$ cat src/hdl/htat_pkg.sv
// Shared types and constants for the host traffic accounting table.
// No dependencies; used by every module of the block.
`default_nettype none

package htat_pkg;

    localparam int IP_W              = 32;
    localparam int CNT_W             = 64;
    localparam int LANES             = 4;
    localparam int WORD_W            = CNT_W * LANES;
    localparam int IDX_W             = 8;
    localparam int CFG_IDX_W         = 3;
    localparam int CAT_W             = 2;
    localparam int SUBNETS_MAX       = 4;
    localparam int TABLE_ENTRIES_DEF = 256;
    localparam int LOCAL_SUBNETS_DEF = 4;

    // Request codes
    localparam logic REQ_RECORD = 1'b0;
    localparam logic REQ_READ   = 1'b1;

    // Counter lanes inside one counter word
    localparam logic [1:0] LANE_ACCT_PKT  = 2'd0;
    localparam logic [1:0] LANE_ACCT_BYTE = 2'd1;
    localparam logic [1:0] LANE_UNAC_PKT  = 2'd2;
    localparam logic [1:0] LANE_UNAC_BYTE = 2'd3;

    typedef enum logic [2:0] {
        CFG_NET_0  = 3'd0,
        CFG_NET_1  = 3'd1,
        CFG_NET_2  = 3'd2,
        CFG_NET_3  = 3'd3,
        CFG_MASK_0 = 3'd4,
        CFG_MASK_1 = 3'd5,
        CFG_MASK_2 = 3'd6,
        CFG_MASK_3 = 3'd7
    } cfg_reg_t;

    typedef enum logic [2:0] {
        ST_IDLE,
        ST_CLASSIFY,
        ST_SCAN,
        ST_ADD,
        ST_WRITE,
        ST_READ,
        ST_DONE
    } state_t;

    typedef struct packed {
        logic src_local;
        logic dst_local;
    } class_t;

    typedef struct packed {
        logic [1:0] lane;
        logic       fresh;
        logic       unacc;
    } add_ctl_t;

endpackage

`default_nettype wire

$ cat src/hdl/htat_adder.sv
// Shared 64-bit counter adder, used once per counter lane.
// Depends on htat_pkg (add_ctl_t, widths).
`default_nettype none

module htat_adder (
    input  wire logic [htat_pkg::WORD_W-1:0] old_word,
    input  htat_pkg::add_ctl_t               ctl,
    input  wire logic [htat_pkg::CNT_W-1:0]  flow_packets,
    input  wire logic [htat_pkg::CNT_W-1:0]  flow_bytes,
    output logic      [htat_pkg::CNT_W-1:0]  sum
);

    logic [htat_pkg::CNT_W-1:0] old_lane;
    logic [htat_pkg::CNT_W-1:0] delta;

    always_comb
    begin
        // A freshly appended entry starts from zero.
        old_lane = ctl.fresh ? '0 : old_word[ctl.lane * htat_pkg::CNT_W +: htat_pkg::CNT_W];
        // Upper lanes take local-to-local traffic, lower lanes accounted traffic.
        if (ctl.lane[1] == ctl.unacc)
        begin
            delta = ctl.lane[0] ? flow_bytes : flow_packets;
        end
        else
        begin
            delta = '0;
        end
        sum = old_lane + delta;
    end

endmodule

`default_nettype wire

$ cat config.mk
export PLATFORM = sky130hd
export DESIGN_NAME = htat_adder
export DESIGN_NICKNAME = d
export VERILOG_FILES = /design/src/hdl/htat_pkg.sv /design/src/hdl/htat_adder.sv
export SDC_FILE = /design/constraint.sdc
export NUM_CORES = 1
export LEC_CHECK = 0
export BUFFER_PORTS_ARGS = -buffer_cell sky130_fd_sc_hd__buf_4
export CORE_AREA = 2 2 178 180
export DETAILED_ROUTE_END_ITERATION = 12
export DIE_AREA = 0 0 180 182
export PLACE_DENSITY_LB_ADDON = 0.1
export SKIP_LAST_GASP = 1
export SYNTH_ARGS = -nofsm -noshare
export SYNTH_HDL_FRONTEND = slang
export SYNTH_SLANG_ARGS = --single-unit
$ cat constraint.sdc
create_clock -name vclk -period 8
set_input_delay 0.4 -clock vclk [all_inputs]
set_output_delay 0.4 -clock vclk [all_outputs]
set_load 0.01 [all_outputs]
==> Word-level counts from Yosys, hierarchy flattened <==
Cells that the tools add are included.
{ "classes": {"n_eq_ne": 1, "n_addsub": 1, "muxes": 3, "shifts": 1} }
{ "ops": {"columns": ["cell", "count"], "rows": [
  ["$shiftx 256x9->64", 1],
  ["$mux 64", 3],
  ["$add 64x64->64", 1],
  ["$eq 1x1->1", 1]
]} }
{ "totals": {"input_bits": 388, "reg_bits": 0} }

==> Longest topological paths before layout <==
{ "depth": {"depth_word": 3, "depth_mapped": 16} }

==> Worst setup path after synthesis <==
OpenSTA, ideal clock, no wires.
{ "synth_timing": {"kind": "in2out", "start": "input port ctl[2] in the netlist's numbering", "end": "output port sum[56] in the netlist's numbering", "arrival_ns": 4.406, "slack_ns": 3.194, "t_required_ns": 7.600, "path_buffers": 2, "cell_stages": 14, "path_cell_list": "buf_1 > buf_1 > mux4_2 > nor2b_1 > ha_1 > and2_4 > a221o_1 > a2111oi_4 > nor4_2 > a211oi_4 > o2111ai_2 > a31oi_2 > o21ai_2 > xor2_1"} }
{ "synth_via": {"elab_chain_len": 3} }
{ "synth_rtl": {"columns": ["element", "line_no", "rtl"], "rows": [
  ["from (decl)", "htat_adder.sv:7", "input htat_pkg::add_ctl_t ctl,"],
  ["$shiftx 256x9->64 / $mux 64 (equally long branches)", "htat_adder.sv:19, htat_adder.sv:23", null],
  ["$mux 64 (on tied branches)", "htat_adder.sv:19, htat_adder.sv:21", null],
  ["$add 64x64->64 (*)", "htat_adder.sv:29", "sum = old_lane + delta;"],
  ["to (decl)", "htat_adder.sv:10", "output logic [htat_pkg::CNT_W-1:0] sum"]
]} }
Mark *: on every way between the ends. The rest lies on a longest branch, timed or not.

==> Worst setup path after layout <==
{ "layout_timing": {"start": "input port ctl[2] in the netlist's numbering", "end": "output port sum[58] in the netlist's numbering"} }
The elaborated chain is that of the path after synthesis.

==> results.yml <==
die:
  coreArea_um2: 31000
  rows: 65
  die_x_um: 180
  die_y_um: 182
  start_util_pct: 21.8
  die_area_um2: 32800
  io_pins: 452
critical_path:
  crit_chain: "clkbuf_8 -> buf_4 -> mux4_2 -> nor2b_1 -> ha_1 -> o21ai_0 -> a22oi_1 -> o21ai_1 -> nor3_2 -> o2111ai_2 -> a211o_1 -> a31oi_1 -> nor4b_1 -> a311oi_1 -> buf_4"
  slowest_delay_ps: 550
  slowest_stage: "clkbuf_8"
  cp.required_ps: 7600
  crit_type: "in -> out"
  worst_setup_path_end_kind: "output pin"
  cpMostUsedCell: "buf_4"
  crit_arrival_ps: 5060
  worst_setup_path_start_kind: "primary input"
  cp_max_fo: 64
sta:
  hold_viol: 0
  slew_violations: 0
  min_period_ps: 5460
  max_freq_ghz: 0.183
  setup_tns_ps: 0
  post-route-period-util_pct: 68.3
  worst_pin_slew_ps: 745
  rsz0062_at_grt: "no"
  relSlewSlack_pct: 50.3
  setup_viol_count_final: 0
routing:
  first_pass_iters: 4
  ant_nets: 0
  detail_route.wl_per_cell_um: 18.1
  vias: 8038
  vias_per_cell: 4.85
  routed_wl_mm: 30.0
  first_iter_violations: 295
  drc: 0
layout:
  seq_cells: 0
  layout-drive-gt1-share_pct: 43.3
  clkbuf_count: 0
  fillers: 3405
  multi_input_comb_area_um2: 6460
  fin_nets: 1710
  area_delta_synth_final_pct: 55.5
  design_area_um2: 10500
  diodes: 0
  seqCellArea_um2: 0
grt:
  grt_pass1_wl_mm: 46.8
  grt_max_degree: 65
  overflow: 0
  track_usage_pct: 17.5
  grt_pass1_vias: 8517
  antenna_found_initial: 0
job:
  maxCapViolCount: 0
synthesis:
  synth_most_common_cell: "nor2_1"
  yosys-top-cells-area: "mux4_2 21%, ha_1 12%, mux2i_1 9.6%, nor2b_1 6.8%, a21oi_1 5.6%"
  syn_area_um2: 6750
  synthTopCellsByCount: "95 x nor2_1, 75 x a21oi_1, 73 x nor2b_1, 65 x mux2i_1, 64 x mux4_2"
  synthCells: 860
  syn_avg_cell_area_um2: 7.84
  ys_seq_area_share_pct: 0
  yosysUniqueCellTypes: 64
  ys.warnings.count: 0
  synth_top_area_share_pct: 21.4
  yosysTopAreaCell: "mux4_2"
  syn-num-nets: 1312
clock_tree:
  post_cts.repair.setup_buffers: 0
  cts_hold_buffers: 0
  cts_resized: 0
hold_path:
  hp-class: "in -> out"
placed_design:
  dpl_cell_area_um2: 10500
  finalWeightedCongestion: 0.803
  numPortBuffers: 452
  dp.final_hpwl_mm: 26.5
pwr:
  p_per_area_nw_per_um2: 83.8
  p_leak_nw: 5.09
  p_total_mw: 0.879
  peakVddDrop_mv: 0.0503
outcome:
  outcome: "complete, no violations"
-- metal layers --
metal  GRT usage, %  vias up  part of all wire, %
li1               -     4019                    -
met1           22.1     3743                   42
met2           32.1      268                   51
met3           3.57        8                  6.6
met4          0.715        0                 0.43
met5              0        -                    0
-- critical path: cells and delay by family --
kind | cells | cell delay [ps]
mux | 1 | 540
simple gates | 3 | 600
buf+inv | 3 | 1230
fa+ha+maj | 1 | 390
compound gates | 7 | 1810
-- where the power goes --
group          leakage (nW)  switching (mW)  internal (mW)
Clock                     0               0              0
Combinational          5.09           0.434          0.445
Sequential                0               0              0
Total                  5.09           0.434          0.445
-- final cells by class --
| type | count | share of cell area [%] |
|---|---|---|
| multi-input cells | 779 | 61.6 |
| repair buffers | 461 | 33.1 |
| well taps | 402 | 4.80 |
| inverters | 16 | 0.573 |
-- layout by cell type, fill, tap and decap left out, types with 4 or more instances in the layout --
cell,Yosys,layout
or3_1,5,5
o21a_1,7,7
nor3_1,14,14
nand2_1,52,52
nand3_1,11,11
mux4_2,64,64
a31oi_1,5,5
o31ai_1,4,4
nor2_1,95,95
xnor2_1,35,35
o21bai_1,16,16
nand4_1,27,27
a211oi_1,7,7
buf_4,0,460
inv_1,16,16
o21ai_1,4,4
and2_1,5,5
nand2b_1,4,4
and3_1,4,4
a21o_1,34,34
xor2_1,26,25
a21oi_1,75,75
o21ai_0,33,33
ha_1,63,63
mux2i_1,65,65
nor2b_1,73,73
-- cells by family (layout without fill, tap and decap cells) --
| group | count (synthesis) | after routing | synth area share, % |
|---|---|---|---|
| and+or+nand+nor | 305 | 305 | 22.8 |
| AOI/OAI and AO/OA | 220 | 220 | 21.7 |
| muxes | 129 | 129 | 31.0 |
| buffers and inverters | 81 | 477 | 4.54 |
| adders and majority gates | 64 | 64 | 12.0 |
| xor gates and xnor gates | 61 | 61 | 7.92 |
-- through the flow --
stage	hold WS, ps	worst slack (ps)	utilization [%]	std cells
2_1_floorplan	1090	3190	-	860
3_5_place_dp	1270	2430	33.9	1658
3_3_place_gp	1260	2490	33.9	1658
4_1_cts	1280	2390	33.9	1658
5_1_grt	1330	2030	33.9	1658
6_report	1280	2540	33.9	1658
-- worst paths after layout --
path	start	endpoint	cells past startpoint
hold / removal	flow_packets[0]	sum[0]	5
setup / recovery	ctl[2]	sum[58]	15
(Power assumes the default switching activity.)
