File: src/hdl/htat_pkg.sv
// Shared types and constants for the host traffic accounting table.
// No dependencies; used by every module of the block.
`default_nettype none

package htat_pkg;

    localparam int IP_W              = 32;
    localparam int CNT_W             = 64;
    localparam int LANES             = 4;
    localparam int WORD_W            = CNT_W * LANES;
    localparam int IDX_W             = 8;
    localparam int CFG_IDX_W         = 3;
    localparam int CAT_W             = 2;
    localparam int SUBNETS_MAX       = 4;
    localparam int TABLE_ENTRIES_DEF = 256;
    localparam int LOCAL_SUBNETS_DEF = 4;

    // Request codes
    localparam logic REQ_RECORD = 1'b0;
    localparam logic REQ_READ   = 1'b1;

    // Counter lanes inside one counter word
    localparam logic [1:0] LANE_ACCT_PKT  = 2'd0;
    localparam logic [1:0] LANE_ACCT_BYTE = 2'd1;
    localparam logic [1:0] LANE_UNAC_PKT  = 2'd2;
    localparam logic [1:0] LANE_UNAC_BYTE = 2'd3;

    typedef enum logic [2:0] {
        CFG_NET_0  = 3'd0,
        CFG_NET_1  = 3'd1,
        CFG_NET_2  = 3'd2,
        CFG_NET_3  = 3'd3,
        CFG_MASK_0 = 3'd4,
        CFG_MASK_1 = 3'd5,
        CFG_MASK_2 = 3'd6,
        CFG_MASK_3 = 3'd7
    } cfg_reg_t;

    typedef enum logic [2:0] {
        ST_IDLE,
        ST_CLASSIFY,
        ST_SCAN,
        ST_ADD,
        ST_WRITE,
        ST_READ,
        ST_DONE
    } state_t;

    typedef struct packed {
        logic src_local;
        logic dst_local;
    } class_t;

    typedef struct packed {
        logic [1:0] lane;
        logic       fresh;
        logic       unacc;
    } add_ctl_t;

endpackage

`default_nettype wire

File: src/hdl/htat_subnet.sv
// Local subnet registers and the address classifier.
// Depends on htat_pkg (cfg_reg_t, class_t, widths).
`default_nettype none

module htat_subnet #(
    parameter int LOCAL_SUBNETS = htat_pkg::LOCAL_SUBNETS_DEF
) (
    input  wire logic                           clk,
    input  wire logic                           rst_n,
    input  wire logic                           cfg_we,
    input  wire logic [htat_pkg::CFG_IDX_W-1:0] cfg_index,
    input  wire logic [htat_pkg::IP_W-1:0]      cfg_data,
    input  wire logic [htat_pkg::IP_W-1:0]      src_ip,
    input  wire logic [htat_pkg::IP_W-1:0]      dst_ip,
    output htat_pkg::class_t                    cls
);

    logic [htat_pkg::IP_W-1:0] net_reg  [htat_pkg::SUBNETS_MAX];
    logic [htat_pkg::IP_W-1:0] mask_reg [htat_pkg::SUBNETS_MAX];

    always_ff @(posedge clk or negedge rst_n)
    begin
        if (!rst_n)
        begin
            for (int k = 0; k < htat_pkg::SUBNETS_MAX; k++)
            begin
                net_reg[k]  <= '0;
                mask_reg[k] <= '1;
            end
        end
        else if (cfg_we)
        begin
            unique case (htat_pkg::cfg_reg_t'(cfg_index))
                htat_pkg::CFG_NET_0:  net_reg[0]  <= cfg_data;
                htat_pkg::CFG_NET_1:  net_reg[1]  <= cfg_data;
                htat_pkg::CFG_NET_2:  net_reg[2]  <= cfg_data;
                htat_pkg::CFG_NET_3:  net_reg[3]  <= cfg_data;
                htat_pkg::CFG_MASK_0: mask_reg[0] <= cfg_data;
                htat_pkg::CFG_MASK_1: mask_reg[1] <= cfg_data;
                htat_pkg::CFG_MASK_2: mask_reg[2] <= cfg_data;
                htat_pkg::CFG_MASK_3: mask_reg[3] <= cfg_data;
                default:              net_reg[0]  <= net_reg[0];
            endcase
        end
    end

    // Masked compare against each enabled subnet; any match marks local.
    always_comb
    begin
        cls = '0;
        for (int k = 0; k < LOCAL_SUBNETS; k++)
        begin
            if ((net_reg[k] & mask_reg[k]) == (src_ip & mask_reg[k]))
            begin
                cls.src_local = 1'b1;
            end
            if ((net_reg[k] & mask_reg[k]) == (dst_ip & mask_reg[k]))
            begin
                cls.dst_local = 1'b1;
            end
        end
    end

endmodule

`default_nettype wire

File: config.mk
export PLATFORM = sky130hd
export DESIGN_NAME = htat_subnet
export DESIGN_NICKNAME = d
export VERILOG_FILES = /design/src/hdl/htat_pkg.sv /design/src/hdl/htat_subnet.sv
export SDC_FILE = /design/constraint.sdc
export NUM_CORES = 1
export LEC_CHECK = 0
export BUFFER_PORTS_ARGS = -buffer_cell sky130_fd_sc_hd__clkbuf_2
export CELL_PAD_IN_SITES_DETAIL_PLACEMENT = 2
export CELL_PAD_IN_SITES_GLOBAL_PLACEMENT = 2
export CORE_MARGIN = 1
export CORE_UTILIZATION = 39
export CTS_CLUSTER_DIAMETER = 40
export DETAILED_ROUTE_END_ITERATION = 10
export PLACE_DENSITY_LB_ADDON = 0.1
export SLEW_MARGIN = 40
export SYNTH_ARGS = -nofsm -noshare
export SYNTH_HDL_FRONTEND = slang
export SYNTH_SLANG_ARGS = --single-unit
File: constraint.sdc
create_clock -name clk -period 1.2 [get_ports clk]
set_input_delay 0.12 -clock clk [delete_from_list [all_inputs] [get_ports clk]]
set_output_delay 0.12 -clock clk [all_outputs]
set_load 0.02 [all_outputs]
## Word-level counts from Yosys, hierarchy flattened

Index checks and enable logic that the tools add are counted.

- Input port bits: 102
- Bits in latches: 0
- Register bits after elaboration: 256
- Bits in read-only memories: 0
- Memories: 0
- Output and inout port bits: 2
- Bits in writable memories: 0
- Logic and storage cells: 52

- Bitwise operators: 12
- Reductions and logical operators: 9
- Shift operators: 0
- $lt $le $gt $ge: 0
- Divide/modulo/power cells: 0
- Mux-type cells: 8
- Equal/unequal tests: 15
- $add $sub $neg: 0
- $mul: 0

Operators with widths:

| kind | count |
|---|---|
| 32-bit bitwise AND | 12 |
| 32-bit equality test | 8 |
| 2-bit AND reduction | 8 |
| 3-bit equality test (second input constant) | 4 |
| 1-bit two-way mux | 8 |
| 3-bit by 2-bit equality test with 1-bit output (second input constant) | 2 |
| 3-bit by 1-bit equality test with 1-bit output (second input constant) | 1 |
| 3-bit logical NOT | 1 |

## Depth between registers and ports, before layout

- Depth in word-level cells: 6
- Mapped depth: 5
- Depth with buffers taken out: 5

## Worst setup path after synthesis

OpenSTA, ideal clock, no wires.

- Kind: reg-to-output
- From: register net_reg[92] (netlist name)
- To: output port cls[1] (netlist name)
- Setup slack: -0.308 ns
- Arrival time: 1.388 ns
- Path buffers: 0
- Data required time: 1.080 ns
- Cell stages (with the launch flop): 6
- Cell sequence: dfrtp_1 xor2_1 a22oi_1 nand4_1 nor4_1 or4_1

RTL lines:

| item | RTL line | RTL |
|---|---|---|
| start: declaration | htat_subnet.sv:18 | `logic [htat_pkg::IP_W-1:0] net_reg [htat_pkg::SUBNETS_MAX];` |
| end: declaration | htat_subnet.sv:15 | `output htat_pkg::class_t cls` |

==> impl_table.tex <==
\begin{tabular}{lr}
\hline
Metric & Value \\
\hline
\multicolumn{2}{l}{\textbf{Status}} \\
\quad Outcome & complete, but fails checks \\
\quad Failing checks & setup timing \\
\multicolumn{2}{l}{\textbf{Setup path}} \\
\quad Number of cells on the worst reg-to-reg path & 2 \\
\quad Data arrival time at the worst-slack endpoint & 2370 ps \\
\quad Required time reported for the critical path endpoint & 1080 ps \\
\quad Highest net fanout along the worst path & 3 \\
\quad Flop-to-flop setup slack & 260 ps \\
\quad Worst setup SP type & register \\
\quad Critical Path End Type & output pin \\
\quad Worst setup path startpoint & net\_reg[81] \\
\quad Worst Setup Path Type & reg2out \\
\quad Reg2reg start & net\_reg[62] \\
\quad FF-to-FF End & net\_reg[62] \\
\quad Termination of the worst setup path & cls[1] \\
\multicolumn{2}{l}{\textbf{Route}} \\
\quad Antenna Nets Post-Route & 0 \\
\quad Mean number of vias per cell & 5.37 \\
\quad Number of vias after detailed routing & 9069 \\
\quad Routed wire length & 43400 um \\
\quad Per-cell routed wire length & 25.7 um \\
\quad Starting DRC count in detailed routing & 288 \\
\quad Count of unresolved DRC violations after routing & 0 \\
\quad Count of TritonRoute iterations in the first routing pass & 4 \\
\multicolumn{2}{l}{\textbf{Floorplanning}} \\
\quad Die ar. & 34500 um\^{}2 \\
\quad Die outline height & 186 um \\
\quad Std cell rows & 66 \\
\quad Horizontal extent of the die & 186 um \\
\quad I/O pin total & 104 \\
\quad Area of the core & 32900 um\^{}2 \\
\quad Effective utilization at floorplan & 40.0\% \\
\multicolumn{2}{l}{\textbf{Timing}} \\
\quad Final critical path time including I/O delays and setup & 2490 ps \\
\quad Final count of hold timing violations & 0 \\
\quad Worst setup skew after layout & 0 ps \\
\quad Setup TNS & -2560 ps \\
\quad Tcrit/Tclk final & 207\% \\
\quad Highest achievable clock rate & 402 MHz \\
\quad Final worst-path setup slack & -1290 ps \\
\quad Worst slew margin relative to its limit & 69.3\% \\
\quad Slew Limit Fails & 0 \\
\quad Final setup viols & 2 \\
\quad Hold Slack & 2.79 ps \\
\quad Worst slew pin tran & 458 ps \\
\quad Unrepaired setup endpoints after global routing & true \\
\multicolumn{2}{l}{\textbf{GRT}} \\
\quad Largest net degree at the start of global routing & 73 \\
\quad Number of global-route vias before repair & 10500 \\
\quad Global route overflow & 0 \\
\quad Global routing usage summed across all routing layers & 26.2\% \\
\quad Antenna violations before repair & 1 \\
\quad Global-route wire length before repair & 66500 um \\
\multicolumn{2}{l}{\textbf{Finish}} \\
\quad Fill cells & 3115 \\
\quad Post-layout net count & 1310 \\
\quad Share of the core filled with cells & 52.4\% \\
\quad Area Growth Syn to Fin & 30.9\% \\
\quad Ratio of cells with drive above 1 in the final layout & 56.6\% \\
\multicolumn{2}{l}{\textbf{Placed design}} \\
\quad Final weighted congestion in routability-driven placement & 0.809 \\
\quad Port-buffer cells & 103 \\
\quad Final HPWL DP & 29500 um \\
\quad Worst slack after detailed placement & -875 ps \\
\multicolumn{2}{l}{\textbf{Synth}} \\
\quad Synthesized flop and latch total & 256 \\
\quad Share of the yosys chip area belonging to registers & 49.9\% \\
\quad Mapped Avg Cell Area & 13.5 um\^{}2 \\
\quad Area of the mapped netlist & 13200 um\^{}2 \\
\quad Number of nets in the synthesized netlist & 1077 \\
\quad Count of unique library cells instantiated by Yosys & 16 \\
\quad Number of instances in the synthesized netlist & 975 \\
\quad Synth warn & 0 \\
\multicolumn{2}{l}{\textbf{Clocking}} \\
\quad Worst-skew pair later-pin latency & 540 ps \\
\quad CTS Sinks & 256 \\
\quad TritonCTS Buffers & 46 \\
\quad TritonCTS clock tree & done \\
\quad Clock Pin Slew Worst Setup and Hold Paths & 50 ps \\
\quad Largest buffer count on any clock path & 3 \\
\quad Root buffer cell & sky130\_fd\_sc\_hd\_\_clkbuf\_16 \\
\quad \# H-tree levels & 2 \\
\multicolumn{2}{l}{\textbf{Pwr}} \\
\quad Leakage component of the power & 7.36 nW \\
\quad Sum of internal, switching and leakage power & 0.0350 W \\
\quad Power per unit of standard cell area & 2030 nW/um\^{}2 \\
\quad Worst IR Drop VDD & 1550 uV \\
\multicolumn{2}{l}{\textbf{Worst hold path}} \\
\quad Worst hold-check path type & in2reg \\
\multicolumn{2}{l}{\textbf{Run}} \\
\quad Max-cap check violation count & 0 \\
\hline
\end{tabular}
cells in the final DEF, fill, tap and decap left out, drive strengths merged:
| cell | n |
|---|---|
| a22oi | 128 |
| bufinv | 7 |
| nand4 | 33 |
| dlygate4sd3 | 29 |
| nand2b | 1 |
| nand2 | 1 |
| dfrtp | 128 |
| dfstp | 128 |
| nor3 | 2 |
| or4 | 2 |
| diode | 1 |
| nor3b | 2 |
| clkbuf | 160 |
| nor4 | 8 |
| mux2 | 256 |
| inv | 3 |
| clkinvlp | 5 |
| xor2 | 256 |
| nand4b | 3 |
| buf | 82 |
| clkinv | 12 |
area by class of cell:
cell class	count	area, um^2	share of cell area (%)
Timing Repair Buffer	212	1640	9.50
Multi-Input combinational cell	692	6790	39.4
Antenna cell	1	2.50	0.0145
Clock inverter	27	357	2.07
Tap cell	442	553	3.21
Sequential cell	256	6570	38.1
Clock buffer	59	1310	7.63
worst min path at each step:
stage / startpoint / cells past startpoint / end
3_5_place_dp: rst_n / 1 / net_reg[115]
4_1_cts: cfg_data[10] / 2 / net_reg[74]
5_1_grt: cfg_data[10] / 2 / mask_reg[74]
2_1_floorplan: rst_n / 0 / net_reg[0]
3_3_place_gp: rst_n / 1 / net_reg[115]
6_report: cfg_data[10] / 2 / net_reg[74]
routing by layer:
| metal | GRT usage (%) | wire [um] |
|---|---|---|
| met3 | 4.73 | 1730 |
| met5 | 0 | 0 |
| met4 | 7.93 | 1110 |
| met2 | 45.1 | 21700 |
| met1 | 33.5 | 18900 |
cells by family after synthesis:
family                    synth area share [%]
xor gates and xnor gates                  17.0
and+or+nand+nor                           2.68
DFF                                       49.9
AOI/OAI and AO/OA                         7.30
muxes                                     21.9
buffers and inverters                     1.14
synthesized netlist by cell type (all sizes together):
library cell,n,area (um^2)
or4,2,15.0
xor2,256,2240
nor3,2,20.0
nand2,1,3.75
nor4,8,50.1
nand4b,3,26.3
buf,27,150
nor3b,2,25.0
nand2b,1,6.26
dfstp,128,3360
nand4,33,206
mux2,256,2880
a22oi,128,961
dfrtp,128,3200
what timing repair did:
item,CTS,global route
endpoints found under the hold margin,350,0
setup buffers,1,4
setup endpoints to repair,2,2
cloned,0,0
gates resized for setup,42,14
pin swaps,31,19
hold buffers,29,0
power by group:
part | total (W) | switching, W | internal (W) | leakage [nW]
Combinational | 0.00764 | 0.00377 | 0.00387 | 3.68
Clock | 0.0140 | 0.00472 | 0.00928 | 0.807
Sequential | 0.0134 | 0.00207 | 0.0113 | 2.88
Total | 0.0350 | 0.0106 | 0.0244 | 7.36
metrics by stage:
stage | std cells | area [um^2]
2_1_floorplan | 975 | 13300
3_3_place_gp | 1574 | 15000
3_5_place_dp | 1574 | 15000
4_1_cts | 1686 | 17100
5_1_grt | 1688 | 17200
6_report | 1689 | 17200
worst max-delay path: stages, from the launching register on:
cell                      delay (ps)
sky130_fd_sc_hd__dfrtp_2         430
sky130_fd_sc_hd__xor2_2          160
sky130_fd_sc_hd__a22oi_2         240
sky130_fd_sc_hd__nand4_1         330
sky130_fd_sc_hd__nor4_2          380
sky130_fd_sc_hd__or4_4           180
sky130_fd_sc_hd__buf_8           110
Note: power is estimated with default switching activity, not from simulation.
